## src/rtl/assert_macros.svh

```systemverilog
// assertion helpers for the rtl
`ifndef ASSERT_MACROS_SVH
`define ASSERT_MACROS_SVH

// same-cycle implication
`define ASSERT_IMPLIES(label, clk, rst_n, ante, cons) \
  label: assert property (@(posedge clk) disable iff (!rst_n) (ante) |-> (cons)) \
    else $error("implication check failed");

// next-cycle implication
`define ASSERT_NEXT(label, clk, rst_n, ante, cons) \
  label: assert property (@(posedge clk) disable iff (!rst_n) (ante) |=> (cons)) \
    else $error("next-cycle check failed");

`endif

```

## src/rtl/pps_pkg.sv

```systemverilog
`timescale 1ns / 1ps
package pps_pkg;

  localparam int RULES        = 8;
  localparam int PAT_BYTES    = 8;
  localparam int PACKET_BYTES = 2048;
  localparam int QUEUE_DEPTH  = 4;

  localparam int RULE_W  = $clog2(RULES);
  localparam int PIDX_W  = $clog2(PAT_BYTES);
  localparam int FILL_W  = $clog2(PAT_BYTES + 1);
  localparam int LEN_W   = 4;
  localparam int CNT_W   = 4;
  localparam int SKIP_W  = 8;
  localparam int POS_W   = $clog2(PACKET_BYTES);
  localparam int MODS_W  = 14;
  localparam int HIT_W   = 32;
  localparam int QPTR_W  = $clog2(QUEUE_DEPTH);
  localparam int QCNT_W  = $clog2(QUEUE_DEPTH + 1);
  localparam int CIDX_W  = 2;
  localparam int CDATA_W = 8;

  localparam logic [SKIP_W-1:0] DEFAULT_SKIP = SKIP_W'(54);
  localparam logic [MODS_W-1:0] MODS_MAX     = '1;

  localparam logic [CIDX_W-1:0] CFG_RULE_COUNT  = CIDX_W'(0);
  localparam logic [CIDX_W-1:0] CFG_HEADER_SKIP = CIDX_W'(1);

  localparam logic KIND_BYTE  = 1'b0;
  localparam logic KIND_COUNT = 1'b1;

  typedef enum logic [1:0] {
    OP_WRITE = 2'd0,
    OP_BYTE  = 2'd1,
    OP_READ  = 2'd2,
    OP_NONE  = 2'd3
  } op_e;

  typedef struct packed {
    op_e               op;
    logic [RULE_W-1:0] rule_index;
    logic [PIDX_W-1:0] pattern_offset;
    logic [7:0]        find_byte;
    logic [7:0]        replace_byte;
    logic [LEN_W-1:0]  pattern_length;
    logic [7:0]        data_byte;
    logic              packet_last;
  } in_item_t;

  typedef struct packed {
    logic              kind;
    logic [7:0]        out_byte;
    logic              out_last;
    logic [MODS_W-1:0] packet_modifications;
    logic [HIT_W-1:0]  hit_count;
  } out_item_t;

  // one byte moving down the stage chain
  typedef struct packed {
    logic [7:0]        data;
    logic [POS_W-1:0]  off;
    logic              last;
    logic [MODS_W-1:0] mods;
  } tok_t;

  typedef struct packed {
    logic              en;
    logic [RULE_W-1:0] rule;
    logic [PIDX_W-1:0] offset;
    logic [7:0]        find;
    logic [7:0]        repl;
    logic [LEN_W-1:0]  len;
  } rule_wr_t;

  typedef struct packed {
    rule_wr_t          wr;
    logic              rd_en;
    logic [RULE_W-1:0] rd_rule;
  } front_cmd_t;

  function automatic logic [MODS_W-1:0] mods_add(input logic [MODS_W-1:0] a,
                                                 input logic [MODS_W-1:0] b);
    logic [MODS_W:0] sum;
    sum = {1'b0, a} + {1'b0, b};
    return sum[MODS_W] ? MODS_MAX : sum[MODS_W-1:0];
  endfunction

endpackage

```

## src/rtl/pps_queue.sv

```systemverilog
`timescale 1ns / 1ps
module pps_queue import pps_pkg::*; (
  input  logic clk,
  input  logic rst_n,
  input  logic push_valid,
  input  tok_t push_tok,
  output logic push_ready,
  output logic pop_valid,
  output tok_t pop_tok,
  input  logic pop_ready
);

  tok_t              mem_r [QUEUE_DEPTH];
  logic [QPTR_W-1:0] wr_ptr_r, rd_ptr_r;
  logic [QCNT_W-1:0] cnt_r;
  logic              do_push, do_pop;

  assign push_ready = (cnt_r != QCNT_W'(QUEUE_DEPTH));
  assign pop_valid  = (cnt_r != '0);
  assign pop_tok    = mem_r[rd_ptr_r];
  assign do_push    = push_valid && push_ready;
  assign do_pop     = pop_valid && pop_ready;

  always_ff @(posedge clk) begin
    if (!rst_n) begin
      wr_ptr_r <= '0;
      rd_ptr_r <= '0;
      cnt_r    <= '0;
    end else begin
      if (do_push) wr_ptr_r <= wr_ptr_r + 1'b1;
      if (do_pop)  rd_ptr_r <= rd_ptr_r + 1'b1;
      if (do_push && !do_pop)      cnt_r <= cnt_r + 1'b1;
      else if (do_pop && !do_push) cnt_r <= cnt_r - 1'b1;
    end
  end

  always_ff @(posedge clk) begin
    if (do_push) mem_r[wr_ptr_r] <= push_tok;
  end

endmodule

```

## config.mk

```make
export PLATFORM = sky130hd
export DESIGN_NAME = pps_queue
export DESIGN_NICKNAME = d
export VERILOG_FILES = /design/src/rtl/assert_macros.svh /design/src/rtl/pps_pkg.sv /design/src/rtl/pps_queue.sv
export SDC_FILE = /design/constraint.sdc
export NUM_CORES = 1
export LEC_CHECK = 0
export ABC_CLOCK_PERIOD_IN_PS = 4250
export BUFFER_PORTS_ARGS = -buffer_cell sky130_fd_sc_hd__buf_2
export CELL_PAD_IN_SITES_DETAIL_PLACEMENT = 1
export CELL_PAD_IN_SITES_GLOBAL_PLACEMENT = 1
export CORE_ASPECT_RATIO = 0.8
export CORE_MARGIN = 4
export CORE_UTILIZATION = 41
export CTS_CLUSTER_SIZE = 14
export DETAILED_ROUTE_END_ITERATION = 7
export PLACE_DENSITY = 0.74
export SLEW_MARGIN = 20
export SYNTH_ARGS = -nofsm -noshare
export SYNTH_HDL_FRONTEND = slang
export SYNTH_SLANG_ARGS = --single-unit
```

## constraint.sdc

```tcl
create_clock -name clk -period 4.25 [get_ports clk]
set_input_delay 0.425 -clock clk [delete_from_list [all_inputs] [get_ports clk]]
set_output_delay 0.425 -clock clk [all_outputs]
set_load 0.01 [all_outputs]
```

==> results by group <==
Floorplan
  – Starting utilization of the core area: 42.2%
  – I/O pin total: 74
  – Width of the chip: 137 um
  – Total number of placement rows: 37
  – Full die area: 15200 um^2
  – Total core area: 12900 um^2
  – Die height: 111 um

Clock tree
  – Max Buffers Root-to-Sink: 2
  – Buffer count from post-CTS setup fixing: 0
  – CTS H-tree depth: 4
  – Num CTS Buffers: 17
  – Post-CTS clock slew at the launch and capture registers of the worst setup and hold paths: 60 ps
  – Total number of clock tree sinks: 145
  – Gates resized, CTS repair: 0
  – TritonCTS clock tree: built
  – Clock tree root buffer cell: sky130_fd_sc_hd__clkbuf_16
  – Post-CTS Hold Fix Bufs: 0
  – Clock latency reported for the late side of the worst-skew pair: 410 ps

Placed design
  – Count of buffers from port buffering: 73
  – Worst slack after detailed placement: 1760 ps
  – Cell Count Post-Placement: 466
  – Post-placement cell area: 5960 um^2
  – Detailed-placement wirelength estimate: 5780 um
  – Routability congestion estimate: 0.671

Drt
  – Number of iterations in the first detailed-routing pass: 4
  – Post-detailed-route DRC marker count: 0
  – Number of nets still failing antenna checks after routing: 0
  – Routed WL per cell: 19.6 um
  – Total vias in the final route: 2471
  – Total Routed Length: 9770 um
  – Routed via count divided by cell count: 4.96
  – Drt initial violations: 153

Synth
  – Area fraction of the dominant cell type after synthesis: 74.9%
  – Mapped Cells: 226
  – Most common library cells after synthesis: sky130_fd_sc_hd__edfxtp_1, sky130_fd_sc_hd__mux4_2, sky130_fd_sc_hd__dfxtp_1
  – Ys Warns: 0
  – Count of flip-flops with a built-in enable after synthesis: 136
  – Count leader, synth: sky130_fd_sc_hd__edfxtp_1
  – Cell area after synthesis: 5450 um^2
  – Sequential element share of the synthesized area: 78.2%
  – Largest cells by area after synthesis: sky130_fd_sc_hd__edfxtp_1, sky130_fd_sc_hd__mux4_2, sky130_fd_sc_hd__dfxtp_1
  – Share of async-settable or async-resettable flops after synthesis: 0%
  – Top cell type by total area after synthesis: sky130_fd_sc_hd__edfxtp_1
  – Number of library cell types mapped by synthesis: 24
  – Count of state elements after synthesis: 145
  – Number of nets produced by synthesis: 270
  – Most used flip-flop cell after synthesis: sky130_fd_sc_hd__edfxtp_1
  – Post-synthesis area per instance: 24.1 um^2

Final layout
  – Growth of design area from synthesis to finish: 19.9%
  – Final net count: 354
  – Area taken by multi-input logic gates: 1090 um^2
  – Core Util, Final: 50.6%
  – Final Instance Area: 6540 um^2
  – Number of filler cells placed in the layout: 1181
  – Diode insertion count for antenna repair: 0
  – Number of non-filler instances in the completed layout: 498
  – Share of final-layout standard cells stronger than drive strength 1: 43.0%
  – Total area of sequential cells: 4270 um^2

Power
  – Overall power after layout: 4.15 mW
  – Max IR drop VDD: 0.000271 V
  – Power Dens Cells: 635 nW/um^2
  – Static leakage power: 2.21 nW

Timing
  – Hold Vio Cnt, Final: 0
  – Clock tree skew after final layout: 8.25 ps
  – Fmax: 0.350 GHz
  – Relative slew slack: 35.1%
  – Portion of the clock cycle consumed by the worst path in the final layout: 67.2%
  – Fin. max-slew vios: 0
  – Worst-Margin Slew: 973 ps
  – Least setup slack across all paths after layout: 1390 ps
  – Final-report setup violation count: 0
  – Tmin final: 2860 ps
  – Total Neg Setup Slack: 0 ps
  – Worst hold-check slack: 226 ps
  – Setup repair after global routing missed its margin: no

Critical path
  – Worst Path Required: 3830 ps
  – Cells traversed along the worst timing path: buf_4 -> mux4_2 -> buf_2
  – Worst-path cell with the longest stage delay: sky130_fd_sc_hd__dfxtp_2
  – Critical path type: reg -> out
  – Maximum cell stage delay along the critical path: 960 ps
  – Critical Path Fanout Max: 26
  – Startpoint type of the worst setup path: register
  – Worst Path Arrival: 2430 ps
  – Kind of end point of the critical path: output pin

Global route
  – Antenna violations before repair: 0
  – Number of global-route vias before repair: 2766
  – Wire length of the first global-routing pass: 15400 um
  – Aggregate global routing overflow: 0
  – Tot GR Track Use: 14.0%
  – Pin count of the biggest net entering global routing: 35

Run status
  – Outcome: completed

Run
  – MaxCap Viol Count: 0

Min path
  – Worst min-delay path class: in -> reg
==> sequential cells by signal (all words and copies together), names as in the netlist, named ones only <==
| signal | flops |
|---|---|
| rd_ptr_r | 2 |
| cnt_r | 3 |
| mem_r | 136 |
| wr_ptr_r | 2 |
==> path summary, 6_finish.rpt <==
check / cells after the start / endpoint / start / slack, ps
setup / recovery: 3 / pop_tok[1] / register / 1390
hold / removal: 1 / mem_r[3][31]$_DFFE_PP_ / push_tok[31] / 230
setup reg to reg: 8 / cnt_r[2]$_SDFFE_PN0P_ / cnt_r[0]$_SDFFE_PN0P_ / 1870
hold reg to reg: 2 / wr_ptr_r[1]$_SDFFE_PN0P_ / wr_ptr_r[1]$_SDFFE_PN0P_ / 530
==> kinds of logic (layout without fill, tap and decap cells) <==
family	after synthesis	count (layout)	synth area share, %
AOI/OAI and AO/OA	5	5	1.12
xor gates and xnor gates	4	4	0.643
adders and majority gates	6	6	1.52
buffers and inverters	12	109	1.93
DFF	145	145	78.2
muxes	37	37	14.9
and+or+nand+nor	17	17	1.68
==> layer usage <==
metal	routed length (um)	GRT usage [%]	vias up	part of all wire [%]
met2	4840	21.5	70	50
met3	584	4.90	12	6.0
met1	4250	18.5	1281	44
met5	0	0	-	0
li1	-	-	1108	-
met4	96	5.19	0	0.98
==> area by class of cell <==
type | count | area share, %
flip-flops and latches | 145 | 65.3
clock buffers | 21 | 6.74
multi-input cells | 69 | 16.6
inverters | 3 | 0.172
repair buffers | 74 | 5.71
clock inverters | 11 | 2.13
well taps | 175 | 3.35
==> where the power goes <==
part	switching, mW	internal, mW	leakage, nW
clock	0.551	0.917	0.272
combinational	0.368	0.425	0.620
sequential	0.149	1.74	1.32
total	1.07	3.08	2.21
==> worst max-delay path, delay by kind of cell, from the launching register on <==
family,cells,cell delay [ps]
mux,1,520
buf+inv,2,510
flops,1,960
==> cell usage in the layout (no fill, tap or decap) <==
| cell type | instances |
|---|---|
| sky130_fd_sc_hd__and2_2 | 4 |
| sky130_fd_sc_hd__inv_1 | 3 |
| sky130_fd_sc_hd__clkinv_4 | 1 |
| sky130_fd_sc_hd__clkinvlp_4 | 3 |
| sky130_fd_sc_hd__buf_2 | 73 |
| sky130_fd_sc_hd__and2_1 | 4 |
| sky130_fd_sc_hd__a21boi_0 | 1 |
| sky130_fd_sc_hd__bufinv_16 | 3 |
| sky130_fd_sc_hd__clkinv_2 | 2 |
| sky130_fd_sc_hd__xnor2_1 | 3 |
| sky130_fd_sc_hd__mux4_2 | 30 |
| sky130_fd_sc_hd__ha_1 | 5 |
| sky130_fd_sc_hd__clkbuf_16 | 17 |
| sky130_fd_sc_hd__nor2_1 | 1 |
| sky130_fd_sc_hd__mux4_1 | 4 |
| sky130_fd_sc_hd__buf_4 | 1 |
| sky130_fd_sc_hd__o21ai_0 | 1 |
| sky130_fd_sc_hd__fa_1 | 1 |
| sky130_fd_sc_hd__dfxtp_1 | 7 |
| sky130_fd_sc_hd__xor2_1 | 1 |
| sky130_fd_sc_hd__nor2b_1 | 1 |
| sky130_fd_sc_hd__dfxtp_2 | 2 |
| sky130_fd_sc_hd__mux2i_1 | 3 |
| sky130_fd_sc_hd__o311ai_2 | 1 |
| sky130_fd_sc_hd__or3_1 | 2 |
| sky130_fd_sc_hd__nand2_1 | 5 |
| sky130_fd_sc_hd__clkinv_1 | 2 |
| sky130_fd_sc_hd__clkbuf_1 | 4 |
| sky130_fd_sc_hd__a21boi_2 | 1 |
| sky130_fd_sc_hd__edfxtp_1 | 136 |
| sky130_fd_sc_hd__o31ai_4 | 1 |
Note: power is estimated with default switching activity, not from simulation.
