## src/rtl/assert_macros.svh

```systemverilog
// assertion helpers for the rtl
`ifndef ASSERT_MACROS_SVH
`define ASSERT_MACROS_SVH

// same-cycle implication
`define ASSERT_IMPLIES(label, clk, rst_n, ante, cons) \
  label: assert property (@(posedge clk) disable iff (!rst_n) (ante) |-> (cons)) \
    else $error("implication check failed");

// next-cycle implication
`define ASSERT_NEXT(label, clk, rst_n, ante, cons) \
  label: assert property (@(posedge clk) disable iff (!rst_n) (ante) |=> (cons)) \
    else $error("next-cycle check failed");

`endif

```

## src/rtl/pps_pkg.sv

```systemverilog
`timescale 1ns / 1ps
package pps_pkg;

  localparam int RULES        = 8;
  localparam int PAT_BYTES    = 8;
  localparam int PACKET_BYTES = 2048;
  localparam int QUEUE_DEPTH  = 4;

  localparam int RULE_W  = $clog2(RULES);
  localparam int PIDX_W  = $clog2(PAT_BYTES);
  localparam int FILL_W  = $clog2(PAT_BYTES + 1);
  localparam int LEN_W   = 4;
  localparam int CNT_W   = 4;
  localparam int SKIP_W  = 8;
  localparam int POS_W   = $clog2(PACKET_BYTES);
  localparam int MODS_W  = 14;
  localparam int HIT_W   = 32;
  localparam int QPTR_W  = $clog2(QUEUE_DEPTH);
  localparam int QCNT_W  = $clog2(QUEUE_DEPTH + 1);
  localparam int CIDX_W  = 2;
  localparam int CDATA_W = 8;

  localparam logic [SKIP_W-1:0] DEFAULT_SKIP = SKIP_W'(54);
  localparam logic [MODS_W-1:0] MODS_MAX     = '1;

  localparam logic [CIDX_W-1:0] CFG_RULE_COUNT  = CIDX_W'(0);
  localparam logic [CIDX_W-1:0] CFG_HEADER_SKIP = CIDX_W'(1);

  localparam logic KIND_BYTE  = 1'b0;
  localparam logic KIND_COUNT = 1'b1;

  typedef enum logic [1:0] {
    OP_WRITE = 2'd0,
    OP_BYTE  = 2'd1,
    OP_READ  = 2'd2,
    OP_NONE  = 2'd3
  } op_e;

  typedef struct packed {
    op_e               op;
    logic [RULE_W-1:0] rule_index;
    logic [PIDX_W-1:0] pattern_offset;
    logic [7:0]        find_byte;
    logic [7:0]        replace_byte;
    logic [LEN_W-1:0]  pattern_length;
    logic [7:0]        data_byte;
    logic              packet_last;
  } in_item_t;

  typedef struct packed {
    logic              kind;
    logic [7:0]        out_byte;
    logic              out_last;
    logic [MODS_W-1:0] packet_modifications;
    logic [HIT_W-1:0]  hit_count;
  } out_item_t;

  // one byte moving down the stage chain
  typedef struct packed {
    logic [7:0]        data;
    logic [POS_W-1:0]  off;
    logic              last;
    logic [MODS_W-1:0] mods;
  } tok_t;

  typedef struct packed {
    logic              en;
    logic [RULE_W-1:0] rule;
    logic [PIDX_W-1:0] offset;
    logic [7:0]        find;
    logic [7:0]        repl;
    logic [LEN_W-1:0]  len;
  } rule_wr_t;

  typedef struct packed {
    rule_wr_t          wr;
    logic              rd_en;
    logic [RULE_W-1:0] rd_rule;
  } front_cmd_t;

  function automatic logic [MODS_W-1:0] mods_add(input logic [MODS_W-1:0] a,
                                                 input logic [MODS_W-1:0] b);
    logic [MODS_W:0] sum;
    sum = {1'b0, a} + {1'b0, b};
    return sum[MODS_W] ? MODS_MAX : sum[MODS_W-1:0];
  endfunction

endpackage

```

## src/rtl/pps_stage.sv

```systemverilog
`timescale 1ns / 1ps
module pps_stage import pps_pkg::*; (
  input  logic              clk,
  input  logic              rst_n,
  input  logic [RULE_W-1:0] stage_id,
  input  logic [CNT_W-1:0]  active_rules,
  input  logic [SKIP_W-1:0] header_skip,
  input  rule_wr_t          rule_wr,
  input  logic              in_valid,
  input  tok_t              in_tok,
  output logic              in_ready,
  output logic              out_valid,
  output tok_t              out_tok,
  input  logic              out_ready,
  output logic              idle,
  output logic [HIT_W-1:0]  hit_count
);

  logic [7:0]        win_r  [PAT_BYTES];
  logic [7:0]        find_r [PAT_BYTES];
  logic [7:0]        repl_r [PAT_BYTES];
  logic [FILL_W-1:0] fill_r;
  logic              busy_r;
  logic [POS_W-1:0]  cur_off_r;
  logic              cur_last_r;
  logic [MODS_W-1:0] cur_mods_r;
  logic [MODS_W-1:0] pkt_cnt_r;
  logic [HIT_W-1:0]  hit_r;
  logic [LEN_W-1:0]  len_r;
  logic              ov_r;
  tok_t              otok_r;

  logic [7:0]        wv [PAT_BYTES];
  logic [7:0]        wm [PAT_BYTES];
  logic [FILL_W-1:0] fv, fm1;
  logic [POS_W-1:0]  offv, back, start;
  logic              lastv;
  logic [MODS_W-1:0] modsv;
  logic              len_ok, slot_free, take, act, pop_cmp, pop, hit, fin, match_all;
  logic [LEN_W-1:0]  need;

  assign len_ok    = (len_r != '0) && (len_r <= LEN_W'(PAT_BYTES))
                     && ({1'b0, stage_id} < active_rules);
  assign need      = len_ok ? len_r : LEN_W'(1);
  assign slot_free = !ov_r || out_ready;
  assign in_ready  = !busy_r && slot_free;
  assign take      = in_valid && in_ready;
  // busy: releases still owed for the byte taken last
  assign act       = take || (busy_r && slot_free);

  always_comb begin
    wv    = win_r;
    fv    = fill_r;
    offv  = cur_off_r;
    lastv = cur_last_r;
    modsv = cur_mods_r;
    if (take) begin
      wv[fill_r[PIDX_W-1:0]] = in_tok.data;
      fv    = fill_r + 1'b1;
      offv  = in_tok.off;
      lastv = in_tok.last;
      modsv = in_tok.mods;
    end
  end

  assign fm1     = fv - 1'b1;
  assign back    = POS_W'(fm1);
  assign start   = (offv >= back) ? (offv - back) : '0;
  assign pop_cmp = act && (FILL_W'(need) <= fv);
  assign pop     = pop_cmp || (act && lastv && (fv != '0));
  assign fin     = lastv && (fv == FILL_W'(1));

  always_comb begin
    match_all = 1'b1;
    for (int k = 0; k < PAT_BYTES; k++) begin
      if (LEN_W'(k) < len_r && wv[k] != find_r[k]) match_all = 1'b0;
    end
  end

  assign hit = pop_cmp && len_ok && (start >= POS_W'(header_skip)) && match_all;

  always_comb begin
    for (int k = 0; k < PAT_BYTES; k++) begin
      wm[k] = (hit && LEN_W'(k) < len_r) ? repl_r[k] : wv[k];
    end
  end

  always_ff @(posedge clk) begin
    if (!rst_n) begin
      fill_r    <= '0;
      busy_r    <= 1'b0;
      ov_r      <= 1'b0;
      pkt_cnt_r <= '0;
      hit_r     <= '0;
      len_r     <= '0;
    end else begin
      if (act) begin
        if (pop) begin
          fill_r    <= fm1;
          busy_r    <= (FILL_W'(need) <= fm1) || (lastv && fm1 != '0);
          pkt_cnt_r <= fin ? '0 : mods_add(pkt_cnt_r, MODS_W'(hit));
        end else begin
          fill_r <= fv;
          busy_r <= 1'b0;
        end
      end
      if (pop) ov_r <= 1'b1;
      else if (out_ready) ov_r <= 1'b0;
      if (hit && hit_r != '1) hit_r <= hit_r + 1'b1;
      if (rule_wr.en && rule_wr.rule == stage_id) len_r <= rule_wr.len;
    end
  end

  always_ff @(posedge clk) begin
    if (act) begin
      cur_off_r  <= offv;
      cur_last_r <= lastv;
      cur_mods_r <= modsv;
      if (pop) begin
        for (int k = 0; k < PAT_BYTES - 1; k++) win_r[k] <= wm[k + 1];
        win_r[PAT_BYTES-1] <= wm[PAT_BYTES-1];
      end else begin
        win_r <= wv;
      end
    end
    if (pop) begin
      otok_r.data <= wm[0];
      otok_r.off  <= start;
      otok_r.last <= fin;
      otok_r.mods <= mods_add(mods_add(modsv, pkt_cnt_r), MODS_W'(hit));
    end
    if (rule_wr.en && rule_wr.rule == stage_id) begin
      find_r[rule_wr.offset] <= rule_wr.find;
      repl_r[rule_wr.offset] <= rule_wr.repl;
    end
  end

  assign out_valid = ov_r;
  assign out_tok   = otok_r;
  assign idle      = !busy_r && !ov_r;
  assign hit_count = hit_r;

endmodule

```

## config.mk

```make
export PLATFORM = sky130hd
export DESIGN_NAME = pps_stage
export DESIGN_NICKNAME = d
export VERILOG_FILES = /design/src/rtl/assert_macros.svh /design/src/rtl/pps_pkg.sv /design/src/rtl/pps_stage.sv
export SDC_FILE = /design/constraint.sdc
export NUM_CORES = 1
export LEC_CHECK = 0
export BUFFER_PORTS_ARGS = -buffer_cell sky130_fd_sc_hd__buf_2
export CORE_UTILIZATION = 45
export DETAILED_ROUTE_END_ITERATION = 8
export GPL_TIMING_DRIVEN = 0
export HOLD_SLACK_MARGIN = 0.15
export PLACE_DENSITY_LB_ADDON = 0.12
export SYNTH_ARGS = -nofsm -noshare
export SYNTH_HDL_FRONTEND = slang
export SYNTH_SLANG_ARGS = --single-unit
```

## constraint.sdc

```tcl
create_clock -name clk -period 15.6 [get_ports clk]
set_input_delay 3.12 -clock clk [delete_from_list [all_inputs] [get_ports clk]]
set_output_delay 3.12 -clock clk [all_outputs]
set_load 0.05 [all_outputs]
```

==> results.md <==
- Status: finished clean
- Layout area overhead: 15.54%
- CP Data Required Time: 15840 ps
- Core Area: 0.03758 mm^2
- Worst min-delay path category: register to register
- Drt initial violations: 1250
- Worst Max-Slew Pin Slew: 1367 ps
- Synth Instances: 1572
- Fin crit period: 11770 ps
- FF+latch count, synth: 308
- Clock tree sinks: 308
- Asr flop ratio synth: 0%
- Met3 usage: 3.620%
- Count of nets after finishing: 1887
- Synthesized area: 0.01714 mm^2
- ANT nets after route: 0
- Synth cell types: 93
- Hold WS: 478.8 ps
- Final worst slack: 3833 ps
- Final Hold Fails: 0
- GPL Wtd Cong: 0.9439
- Synth top area share: 44.15%
- Max Clock Skew: 30.32 ps
- Vias per cell: 5.835
- CP Capture Type: register
- Rel. slew slack: 8.549%
- Adder-cell share of the synthesized area: 3.299%
- Detailed-route wire length: 53120 um
- Overall Global Routing Usage: 27.14%
- Grt total ovfl: 0
- Post-CTS Hold Buffers: 0
- Place WS: 3420 ps
- Initial antenna violation count: 3
- DP Wirelength: 37780 um
- Critical Path Start Type: input pin
- Post-synthesis xor/xnor area fraction: 2.964%
- IR drop worst, VDD: 138.6 uV
- Clock latency on the worst-skew pair: 550 ps
- CP max FO: 10
- TritonCTS clock tree: built
- Placed Cells: 2236
- Pre-Repair DR Iteration Count: 8
- Top cells by area, synth: edfxtp_1 (44%), dfxtp_1 (6.5%), mux2i_1 (5.3%)
- Worst endpoint data arrival time: 12000 ps
- Port buffer count: 146
- WP buf/inv: 11
- # DRC: 0
- Final Core Density: 52.71%
- Count of warnings emitted by yosys: 0
- Busiest layer in global routing: met2
- Pwr Density: 185.3 mW/mm^2
- Post-CTS Setup Repair Bufs: 0
- Mean post-synth cell area: 10.90 um^2
- Slowest-stage cell, CP: xnor2_1
- Post-synth top area cell: edfxtp_1
- Largest net degree at the start of global routing: 65
- Die H: 197.2 um
- Clk slew on worst S/H paths: 50 ps
- Static leakage: 7.725 nW
- Root Buffer: clkbuf_16
- Critical path class: input pin to register
- Full die area: 0.03888 mm^2
- Main combinational cell family by area after synthesis: simple AND/OR/NAND/NOR gates
- Number of synthesized flops with an enable pin: 252
- Peak Freq: 84.98 MHz
- Layout cell share with drive strength beyond 1: 18.67%
- I/O pin cnt: 149
- Fill cell count: 3400
- RSZ-0062 raised after global routing: no
- Initial core utilization: 45.62%
- Period utilization: 75.43%
- Syn nets: 1696
- Most frequent cell after synthesis: edfxtp_1
- Synth Area in Simple Gates: 15.61%
- FP Rows: 71
- Post-synthesis sequential area ratio: 50.69%
- Die Width: 197.2 um
- TritonCTS buffer count: 36
- Setup_tns: 0 ps
- Final std cells w/o fill: 2302
- Htree depth: 2
- M2 GR Usage: 43.67%
- Post_cts resized: 0
- Synth Area in Compound Gates: 14.10%
- First-pass GRT wire length: 78550 um
- Final setup fails: 0
- Mux contribution to synthesized area: 9.109%
- GR Util met1: 37.67%
- Dominant synthesized flop cell: edfxtp_1
- CP max stage delay: 640 ps
- Final Max Tran Viols: 0
- Vias post-DR: 13432
- Top delay family on crit path: buffers and inverters
- Vias in the first global route: 12919
- Crit-path most repeated cell: ha_1
- Max Cap Viol: 0
- Worst-case clock buffer depth: 3
- Avg WL per Cell: 23.07 um
- Synth top cells by count: edfxtp_1 (252), nand2_1 (144), nor2_1 (103)
flip-flops by register name, indices dropped and copies added (netlist names):
name,cells
cur_mods_r,14
cur_last_r,1
busy_r,1
repl_r,64
out_tok,34
len_r,4
out_valid,1
find_r,64
fill_r,4
pkt_cnt_r,14
win_r,64
cur_off_r,11
hit_count,32
metal layers:
layer | wire length (um) | vias to the layer above | share of wire, %
met3 | 3663 | 97 | 6.9
met2 | 24320 | 578 | 46
met1 | 23560 | 6475 | 44
li1 | - | 6280 | -
met5 | 9 | - | 0.017
met4 | 1564 | 2 | 2.9
cells by family after synthesis:
family	after synthesis
and+or+nand+nor	507
xor gates and xnor gates	58
adders and majority gates	44
buffers and inverters	173
AOI/OAI and AO/OA	336
muxes	146
DFF	308
final timing paths:
kind,from,endpoint,slack (ps),cells after the start
worst max-delay path,out_ready,out_tok[3],3830,37
worst min-delay path,hit_count[9],hit_count[9],480,2
worst max register to register,out_valid,out_tok[3],6110,36
worst min register to register,hit_count[9],hit_count[9],480,2
power by group:
part / total, mW / internal [mW] / switching, mW
clock network: 0.843 / 0.491 / 0.352
logic: 1.57 / 0.539 / 1.03
registers: 1.26 / 1.18 / 0.0853
cell type report:
type | count | area [um^2] | area share [%]
repair buffers | 153 | 834.6 | 4.214
flip-flops and latches | 308 | 8688 | 43.87
inverters | 96 | 362.8 | 1.832
diodes | 2 | 5.005 | 0.02527
multi-input cells | 1091 | 7751 | 39.14
plain buffers | 77 | 365.4 | 1.845
well taps | 511 | 639.4 | 3.228
clock buffers | 46 | 1011 | 5.105
clock inverters | 18 | 147.6 | 0.7455
placed cells by master, fill, tap and decap left out, types with 25 or more instances in the layout:
master       n
a21oi_1     63
buf_2      164
clkbuf_1    54
clkbuf_16   38
dfxtp_1     56
edfxtp_1   252
ha_1        42
inv_1       92
mux2_2      47
mux2i_1     90
nand2_1    144
nand2b_1    52
nand3_1     32
nor2_1     102
nor2b_1     25
nor3_1      30
o21ai_0     57
o31ai_1     26
xnor2_1     31
xor2_1      27
worst register-to-register path, delay by kind of cell, from the launching register on:
kind                       cells  cell delay (ps)
buffers and inverters         10             2310
muxes                          1              380
xor gates and xnor gates       1              640
adders and majority gates      5             1380
DFF                            1              380
and+or+nand+nor               12             2060
AOI/OAI and AO/OA              7             2070
per-stage QoR:
step / instance area, um^2 / total power, mW
after floorplan: 17140 / 2.373
after global placement: 18510 / 2.798
after detailed placement: 18640 / 2.825
after CTS: 19800 / 3.671
after global routing: 19800 / 3.859
final: 19810 / 3.669
No activity file was read; power rests on OpenSTA's default activity.
