<file path="src/rtl/assert_macros.svh">
// assertion helpers for the rtl
`ifndef ASSERT_MACROS_SVH
`define ASSERT_MACROS_SVH

// same-cycle implication
`define ASSERT_IMPLIES(label, clk, rst_n, ante, cons) \
  label: assert property (@(posedge clk) disable iff (!rst_n) (ante) |-> (cons)) \
    else $error("implication check failed");

// next-cycle implication
`define ASSERT_NEXT(label, clk, rst_n, ante, cons) \
  label: assert property (@(posedge clk) disable iff (!rst_n) (ante) |=> (cons)) \
    else $error("next-cycle check failed");

`endif

</file>
<file path="src/rtl/pps_pkg.sv">
`timescale 1ns / 1ps
package pps_pkg;

  localparam int RULES        = 8;
  localparam int PAT_BYTES    = 8;
  localparam int PACKET_BYTES = 2048;
  localparam int QUEUE_DEPTH  = 4;

  localparam int RULE_W  = $clog2(RULES);
  localparam int PIDX_W  = $clog2(PAT_BYTES);
  localparam int FILL_W  = $clog2(PAT_BYTES + 1);
  localparam int LEN_W   = 4;
  localparam int CNT_W   = 4;
  localparam int SKIP_W  = 8;
  localparam int POS_W   = $clog2(PACKET_BYTES);
  localparam int MODS_W  = 14;
  localparam int HIT_W   = 32;
  localparam int QPTR_W  = $clog2(QUEUE_DEPTH);
  localparam int QCNT_W  = $clog2(QUEUE_DEPTH + 1);
  localparam int CIDX_W  = 2;
  localparam int CDATA_W = 8;

  localparam logic [SKIP_W-1:0] DEFAULT_SKIP = SKIP_W'(54);
  localparam logic [MODS_W-1:0] MODS_MAX     = '1;

  localparam logic [CIDX_W-1:0] CFG_RULE_COUNT  = CIDX_W'(0);
  localparam logic [CIDX_W-1:0] CFG_HEADER_SKIP = CIDX_W'(1);

  localparam logic KIND_BYTE  = 1'b0;
  localparam logic KIND_COUNT = 1'b1;

  typedef enum logic [1:0] {
    OP_WRITE = 2'd0,
    OP_BYTE  = 2'd1,
    OP_READ  = 2'd2,
    OP_NONE  = 2'd3
  } op_e;

  typedef struct packed {
    op_e               op;
    logic [RULE_W-1:0] rule_index;
    logic [PIDX_W-1:0] pattern_offset;
    logic [7:0]        find_byte;
    logic [7:0]        replace_byte;
    logic [LEN_W-1:0]  pattern_length;
    logic [7:0]        data_byte;
    logic              packet_last;
  } in_item_t;

  typedef struct packed {
    logic              kind;
    logic [7:0]        out_byte;
    logic              out_last;
    logic [MODS_W-1:0] packet_modifications;
    logic [HIT_W-1:0]  hit_count;
  } out_item_t;

  // one byte moving down the stage chain
  typedef struct packed {
    logic [7:0]        data;
    logic [POS_W-1:0]  off;
    logic              last;
    logic [MODS_W-1:0] mods;
  } tok_t;

  typedef struct packed {
    logic              en;
    logic [RULE_W-1:0] rule;
    logic [PIDX_W-1:0] offset;
    logic [7:0]        find;
    logic [7:0]        repl;
    logic [LEN_W-1:0]  len;
  } rule_wr_t;

  typedef struct packed {
    rule_wr_t          wr;
    logic              rd_en;
    logic [RULE_W-1:0] rd_rule;
  } front_cmd_t;

  function automatic logic [MODS_W-1:0] mods_add(input logic [MODS_W-1:0] a,
                                                 input logic [MODS_W-1:0] b);
    logic [MODS_W:0] sum;
    sum = {1'b0, a} + {1'b0, b};
    return sum[MODS_W] ? MODS_MAX : sum[MODS_W-1:0];
  endfunction

endpackage

</file>
<file path="src/rtl/pps_front.sv">
`timescale 1ns / 1ps
module pps_front import pps_pkg::*; (
  input  logic       clk,
  input  logic       rst_n,
  input  logic       in_valid,
  input  in_item_t   in_data,
  output logic       in_ready,
  input  logic       drained,
  output logic       q_valid,
  output tok_t       q_tok,
  input  logic       q_ready,
  output front_cmd_t cmd
);

  logic [POS_W-1:0] pos_r, pos_nxt;
  logic             take;

  // rule writes and counter reads wait until nothing is in flight
  always_comb begin
    unique case (in_data.op)
      OP_WRITE: in_ready = drained;
      OP_BYTE:  in_ready = q_ready;
      OP_READ:  in_ready = drained;
      OP_NONE:  in_ready = 1'b1;
    endcase
  end

  assign take = in_valid && in_ready;

  assign q_valid    = in_valid && (in_data.op == OP_BYTE);
  assign q_tok.data = in_data.data_byte;
  assign q_tok.off  = pos_r;
  assign q_tok.last = in_data.packet_last;
  assign q_tok.mods = '0;

  assign cmd.wr.en     = take && (in_data.op == OP_WRITE);
  assign cmd.wr.rule   = in_data.rule_index;
  assign cmd.wr.offset = in_data.pattern_offset;
  assign cmd.wr.find   = in_data.find_byte;
  assign cmd.wr.repl   = in_data.replace_byte;
  assign cmd.wr.len    = in_data.pattern_length;
  assign cmd.rd_en     = take && (in_data.op == OP_READ);
  assign cmd.rd_rule   = in_data.rule_index;

  always_comb begin
    pos_nxt = pos_r;
    if (take && in_data.op == OP_BYTE) begin
      if (in_data.packet_last) pos_nxt = '0;
      else if (pos_r != POS_W'(PACKET_BYTES - 1)) pos_nxt = pos_r + 1'b1;
    end
  end

  always_ff @(posedge clk) begin
    if (!rst_n) begin
      pos_r <= '0;
    end else begin
      pos_r <= pos_nxt;
    end
  end

endmodule

</file>
<file path="config.mk">
export PLATFORM = sky130hd
export DESIGN_NAME = pps_front
export DESIGN_NICKNAME = d
export VERILOG_FILES = /design/src/rtl/assert_macros.svh /design/src/rtl/pps_pkg.sv /design/src/rtl/pps_front.sv
export SDC_FILE = /design/constraint.sdc
export NUM_CORES = 1
export LEC_CHECK = 0
export BUFFER_PORTS_ARGS = -buffer_cell sky130_fd_sc_hd__buf_2
export CAP_MARGIN = 20
export CORE_AREA = 4 4 58 60
export DETAILED_ROUTE_END_ITERATION = 8
export DIE_AREA = 0 0 62 64
export GPL_ROUTABILITY_DRIVEN = 0
export PLACE_DENSITY = 0.83
export SYNTH_ARGS = -nofsm -noshare
export SYNTH_HDL_FRONTEND = slang
export SYNTH_SLANG_ARGS = --single-unit
export TNS_END_PERCENT = 100
</file>
<file path="constraint.sdc">
create_clock -name clk -period 2.6 [get_ports clk]
set_input_delay 0.52 -clock clk [delete_from_list [all_inputs] [get_ports clk]]
set_output_delay 0.52 -clock clk [all_outputs]
set_load 0.02 [all_outputs]
</file>
==> metrics.cfg, run 1 <==
[cells_and_area]
area_growth_syn_to_layout_pct = -18.4
final_cells = 144
fin_nets = 155
utilization_pct = 29.4
n_fill_cell = 313
final-seq-area_um2 = 220
antenna_cells = 0
multi_input_area_um2 = 449
top_register = pos_r
largest_reg_flops = 11
drive_above_1_share_pct = 27.9
reg_top3 = pos_r (11)

[power]
swShare_pct = 29.1
clkPwrFrac_pct = 34.8
p_leak_nw = 0.384
p_per_area_nw_per_um2 = 393
p_comb_share_pct = 15.2
power_mw = 0.338
p_switching_mw = 0.0982
power_frac_seq_pct = 50.1
irDropWorstVdd_mv = 0.184
power.internal_mw = 0.240

[worst_hold_path]
hold_path_depth = 2
hold_path_class = flop to flop
min_to = pos_r[7]$_SDFFE_PN0P_
hp-start = pos_r[7]$_SDFFE_PN0P_

[worst_setup_path]
arrival_ns = 1.94
worstPathMaxFanout = 10
rr_startpoint = pos_r[0]$_SDFFE_PN0P_
cp-start-kind = flop
reg2reg_slack_ns = 0.80
r2r_cells = 5
r2r-end = pos_r[3]$_SDFFE_PN0P_
setup.worst_path.class = flop to flop
critPathCaptureType = flop
cp.required_ns = 2.74

[die]
coreArea_um2 = 2930
io_pins = 109
die_area_um2 = 3970
fp-row-count = 20
die_h_um = 64
die_w_um = 62
initial_core_util_pct = 36.0

[clocking]
clock_sinks = 11
clk_pin_slew_ns = 0.07
htree_levels = 1
cts_made_buffers = 3
insertion_delay_ns = 0.27
cts_tree = built
postCtsHoldBufs = 0
cts_root_buf = clkbuf_4
cts_setup_buffers = 0
cts_resized = 0
clockBufferDepth = 2

[synth]
synth.area.top_cells = buf_4, dfxtp_1, o311ai_0, o41ai_1, a21oi_1
ys.flop_type = dfxtp_1
yosys.area.top_type_share_pct = 37.1
async_reset_ff_share_pct = 0
seq_area_frac_synth_pct = 20.9
netlist_area_um2 = 1050
yosysWarnings = 0
yosysUniqueCellTypes = 37
syn_avg_cell_area_um2 = 8.23
yosysTopAreaCell = buf_4
ys_seq_elements = 11
synth_edf_count = 0
synth_cells = 128

[route]
via_per_inst = 5.44
drt_wl_total_mm = 2.17
first_pass_iters = 4
drtIter0Drc = 30
drc = 0
routedWlPerCell_um = 15.1
via_count = 784
final_antenna_net_count = 0

[timing]
fmax_mhz = 555
finalSetupViolCount = 0
rsz0062_at_grt = false
tns_ns = 0
period_minus_slack_ns = 1.80
drv_slew = 0
worst_hold_slack_ns = 0.531
final.period_utilization_pct = 69.4
skew_ns = 0.00105
hold_viol = 0

[grt]
grt_pass1_wl_mm = 3.33
grt_use_total_pct = 11.0
antenna_found_initial = 0
grt-ovfl-total = 0
grt_max_degree = 13
grt_pass1_vias = 724

[place]
numPortBuffers = 23
placedCellCount = 140
dp_hpwl_mm = 1.60

[run_status]
status = finished, final reports clean

[job]
drv_cap = 0

==> synth_stat cells (2+ instances only) <==
master,n
o311ai_1,2
buf_4,52
clkbuf_1,2
o41ai_1,4
inv_1,2
o311ai_0,4
dfxtp_1,11
a31oi_1,2
and3_1,2
nor2_1,3
a21oi_1,6
nand2_1,6
o21ai_0,3
and4_1,2
nand3_1,3
a41oi_1,2
buf_6,2
==> power by group through the flow <==
stage,Combinational (mW),Sequential [mW],Clock [mW]
finish,0.0512,0.169,0.117
global route,0.0563,0.169,0.133
CTS,0.0506,0.169,0.125
detailed placement,0.0504,0.173,0
global placement,0.0500,0.173,0
floorplan,0.137,0.173,0
==> critical path: stages (launching register included) <==
cell	delay (ns)
dfxtp_1	0.37
ha_1	0.26
and4_1	0.29
and4_4	0.24
o311ai_0	0.39
o41ai_1	0.14
==> worst max-delay path by stage <==
stage	startpoint	endpoint	slack [ns]	cells after the start
final	pos_r[0]$_SDFFE_PN0P_	pos_r[3]$_SDFFE_PN0P_	0.80	5
after floorplan	pos_r[0]$_SDFFE_PN0P_	pos_r[0]$_SDFFE_PN0P_	0.76	7
after CTS	pos_r[0]$_SDFFE_PN0P_	pos_r[3]$_SDFFE_PN0P_	0.80	5
after global routing	pos_r[0]$_SDFFE_PN0P_	pos_r[8]$_SDFFE_PN0P_	0.75	5
after global placement	in_data[36]	pos_r[0]$_SDFFE_PN0P_	0.80	5
after detailed placement	in_data[36]	pos_r[0]$_SDFFE_PN0P_	0.76	5
==> cell families (layout without fill, tap and decap cells) <==
group                    after synthesis  after routing  synth area share [%]
AND/OR/NAND/NOR                       27             27                  15.9
flip-flops                            11             11                  20.9
other                                  1             14                 0.356
adder cells (fa/ha/maj)                1              1                  1.19
buffers and inverters                 59             29                  41.1
AO/OA/AOI/OAI                         29             29                  20.5
==> cells in the final DEF (no fill, tap or decap), types with 4 or more instances in the layout <==
cell      count
o41ai_1       4
dfxtp_1      11
a21oi_1       6
o311ai_0      4
nand2_1       6
conb_1       14
buf_2        23
==> per-layer routing <==
metal | GRT usage (%) | up-vias | share of wire, %
li1 | - | 366 | -
met1 | 12.7 | 366 | 39
met2 | 16.5 | 40 | 49
met3 | 3.23 | 12 | 9.5
met4 | 8.49 | 0 | 2.6
met5 | 0 | - | 0
==> area by class of cell <==
cell class	instances	area share (%)
Clock buffer	4	3.06
Tap cell	33	4.80
Inverter	2	0.873
Multi-Input combinational cell	71	52.3
Sequential cell	11	25.6
Timing Repair Buffer	23	13.4
==> metrics by stage <==
stage | worst slack (ns) | cell area (um2)
CTS | 0.802 | 860
floorplan | 0.759 | 1100
finish | 0.797 | 860
global placement | 0.798 | 833
detailed placement | 0.760 | 833
global route | 0.750 | 860
No activity file was read; power rests on OpenSTA's default activity.
==> run 2: changes to the inputs <==
--- a/config.mk
+++ b/config.mk
@@ -7,11 +7,11 @@
 export LEC_CHECK = 0
 export BUFFER_PORTS_ARGS = -buffer_cell sky130_fd_sc_hd__buf_2
 export CAP_MARGIN = 20
-export CORE_AREA = 4 4 58 60
+export CORE_AREA = 4 4 63 65
 export DETAILED_ROUTE_END_ITERATION = 8
-export DIE_AREA = 0 0 62 64
+export DIE_AREA = 0 0 67 69
 export GPL_ROUTABILITY_DRIVEN = 0
-export PLACE_DENSITY = 0.83
+export PLACE_DENSITY = 0.75
 export SYNTH_ARGS = -nofsm -noshare
 export SYNTH_HDL_FRONTEND = slang
 export SYNTH_SLANG_ARGS = --single-unit
==> constraint.sdc (replaced) <==
create_clock -name clk -period 1.6 [get_ports clk]
set_input_delay 0.32 -clock clk [delete_from_list [all_inputs] [get_ports clk]]
set_output_delay 0.32 -clock clk [all_outputs]
set_load 0.02 [all_outputs]
==> run 2 against run 1 <==
Routed wire length increased by 0.78%. Via count grew 3.3%. Sequential cell count unchanged. Design area rose by 14%. Critical path depth is the same. Die area grew 17%. Sequential share of layout area down 2.4 points. First-iteration DRC count fell by 10%. Setup slack got worse by 0.73 ns. Critical path type unchanged.
==> metrics.cfg, run 2 (synthesis results as in run 1) <==
[run_status]
status = finished, final reports clean

[timing]
rsz0062_at_grt = false
period_minus_slack_ns = 1.53
final.period_utilization_pct = 95.6
worst_hold_slack_ns = 0.387
skew_ns = 0.00459
fmax_mhz = 654
finalSetupViolCount = 0
hold_viol = 0
setup_ws_ns = 0.0706
drv_slew = 0

[clocking]
cts_made_buffers = 3
clk_pin_slew_ns = 0.08
clock_sinks = 11
cts_root_buf = clkbuf_4
cts_setup_buffers = 0
cts_tree = built
clockBufferDepth = 2
htree_levels = 1
insertion_delay_ns = 0.28

[route]
routed-wl-met3_um = 230
highest_layer = met4
via_count = 810
route.met2.wl_um = 978
final_antenna_net_count = 0
drtIter0Drc = 27
via_per_inst = 4.88
first_pass_iters = 4
wl_met1_um = 891
routedWlPerCell_um = 13.2
drt_wl_total_mm = 2.19
drc = 0

[die]
io_pins = 109
coreArea_um2 = 3340
initial_core_util_pct = 31.6
die_h_um = 69
die_w_um = 67
die_area_um2 = 4620
fp-row-count = 21

[worst_setup_path]
critPathCaptureType = flop
cp_cell_sequence = ha_4 > and4_4 > and4_4 > or4_4 > a21oi_2
cp.required_ns = 1.81
cp-start-kind = flop
cpMostUsedCell = and4_4
rr_startpoint = pos_r[0]$_SDFFE_PN0P_
r2r_cells = 5
arrival_ns = 1.74
setup.worst_path.class = flop to flop
reg2reg_slack_ns = 0.07
r2r-end = pos_r[0]$_SDFFE_PN0P_
crit_slowest_cell = or4_4
slowest_delay_ns = 0.41
path_delay_family = simple AND/OR/NAND/NOR gates
worstPathMaxFanout = 7
cp-startpoint = pos_r[0]$_SDFFE_PN0P_
crit_buf_inv = 0

[place]
post-place-ws_ns = 0.0534
placed_cell_area_um2 = 930
placedCellCount = 161
dp_hpwl_mm = 1.66
numPortBuffers = 23

[grt]
grt_use_total_pct = 8.93
grt_pass1_vias = 694
grt-ovfl-total = 0
grt_max_degree = 12
grt_pass1_wl_mm = 3.24
antenna_found_initial = 0

[cells_and_area]
area_growth_syn_to_layout_pct = -6.89
largest_reg_flops = 11
top_register = pos_r
design_area_um2 = 981
antenna_cells = 0
final_cells = 166
reg_top3 = pos_r (11)
fin_nets = 164
utilization_pct = 29.4
layout_commonest_cell = buf_2
n_fill_cell = 368
mostFrequentLayoutCells = buf_2, conb_1, dfxtp_1, buf_4, nand2_1
drive_above_1_share_pct = 39.2

[worst_hold_path]
hold_path_class = input pin to flop
hp-start = rst_n
hold_path_depth = 2
min_to = pos_r[9]$_SDFFE_PN0P_

[job]
drv_cap = 0

[power]
p_leak_nw = 0.430
p_per_area_nw_per_um2 = 572
irDropWorstVdd_mv = 0.145

## run 2: cell types whose count changed in the layout (fill, tap and decap cells not counted), sizes merged
cell	before	now
buf	23	31
and4	3	4
## run 2: how the worst max path moves through the flow
stage / to / cells after the start / slack, ns
5_1_grt: pos_r[6]$_SDFFE_PN0P_ / 6 / 0.03
6_report: pos_r[0]$_SDFFE_PN0P_ / 5 / 0.07
4_1_cts: pos_r[0]$_SDFFE_PN0P_ / 5 / 0.04
2_1_floorplan: pos_r[0]$_SDFFE_PN0P_ / 7 / -0.1
3_5_place_dp: pos_r[0]$_SDFFE_PN0P_ / 5 / 0.05
3_3_place_gp: pos_r[3]$_SDFFE_PN0P_ / 5 / 0.07
## run 2: power by group
group / internal (mW) / switching [mW]
Combinational: 0.0237 / 0.0672
Clock: 0.0968 / 0.102
Sequential: 0.271 / 0.00108
Total: 0.392 / 0.170
## run 2: per-layer routing
metal	global-route usage (%)	vias to the layer above
met5	0	-
li1	-	387
met2	12.7	37
met4	6.53	0
met1	10.6	375
met3	3.41	11
## run 2: metrics by stage
stage | power, mW | setup TNS (ns)
3_5_place_dp | 0.366 | 0
5_1_grt | 0.592 | 0
6_report | 0.561 | 0
2_1_floorplan | 0.503 | -0.324
4_1_cts | 0.562 | 0
3_3_place_gp | 0.366 | 0
## run 2: cell type report
cell class | count | area, um2 | area share [%]
clock buffer | 4 | 26.3 | 2.68
inverter | 2 | 7.51 | 0.765
multi-input combinational | 72 | 487 | 49.6
sequential | 11 | 228 | 23.2
tap | 46 | 57.6 | 5.87
timing repair buffer | 31 | 175 | 17.9
## run 2: what timing repair did
action / in CTS / in global routing
endpoints found under the setup margin: 0 / 5
hold buffers: 0 / 0
resized for setup: 0 / 7
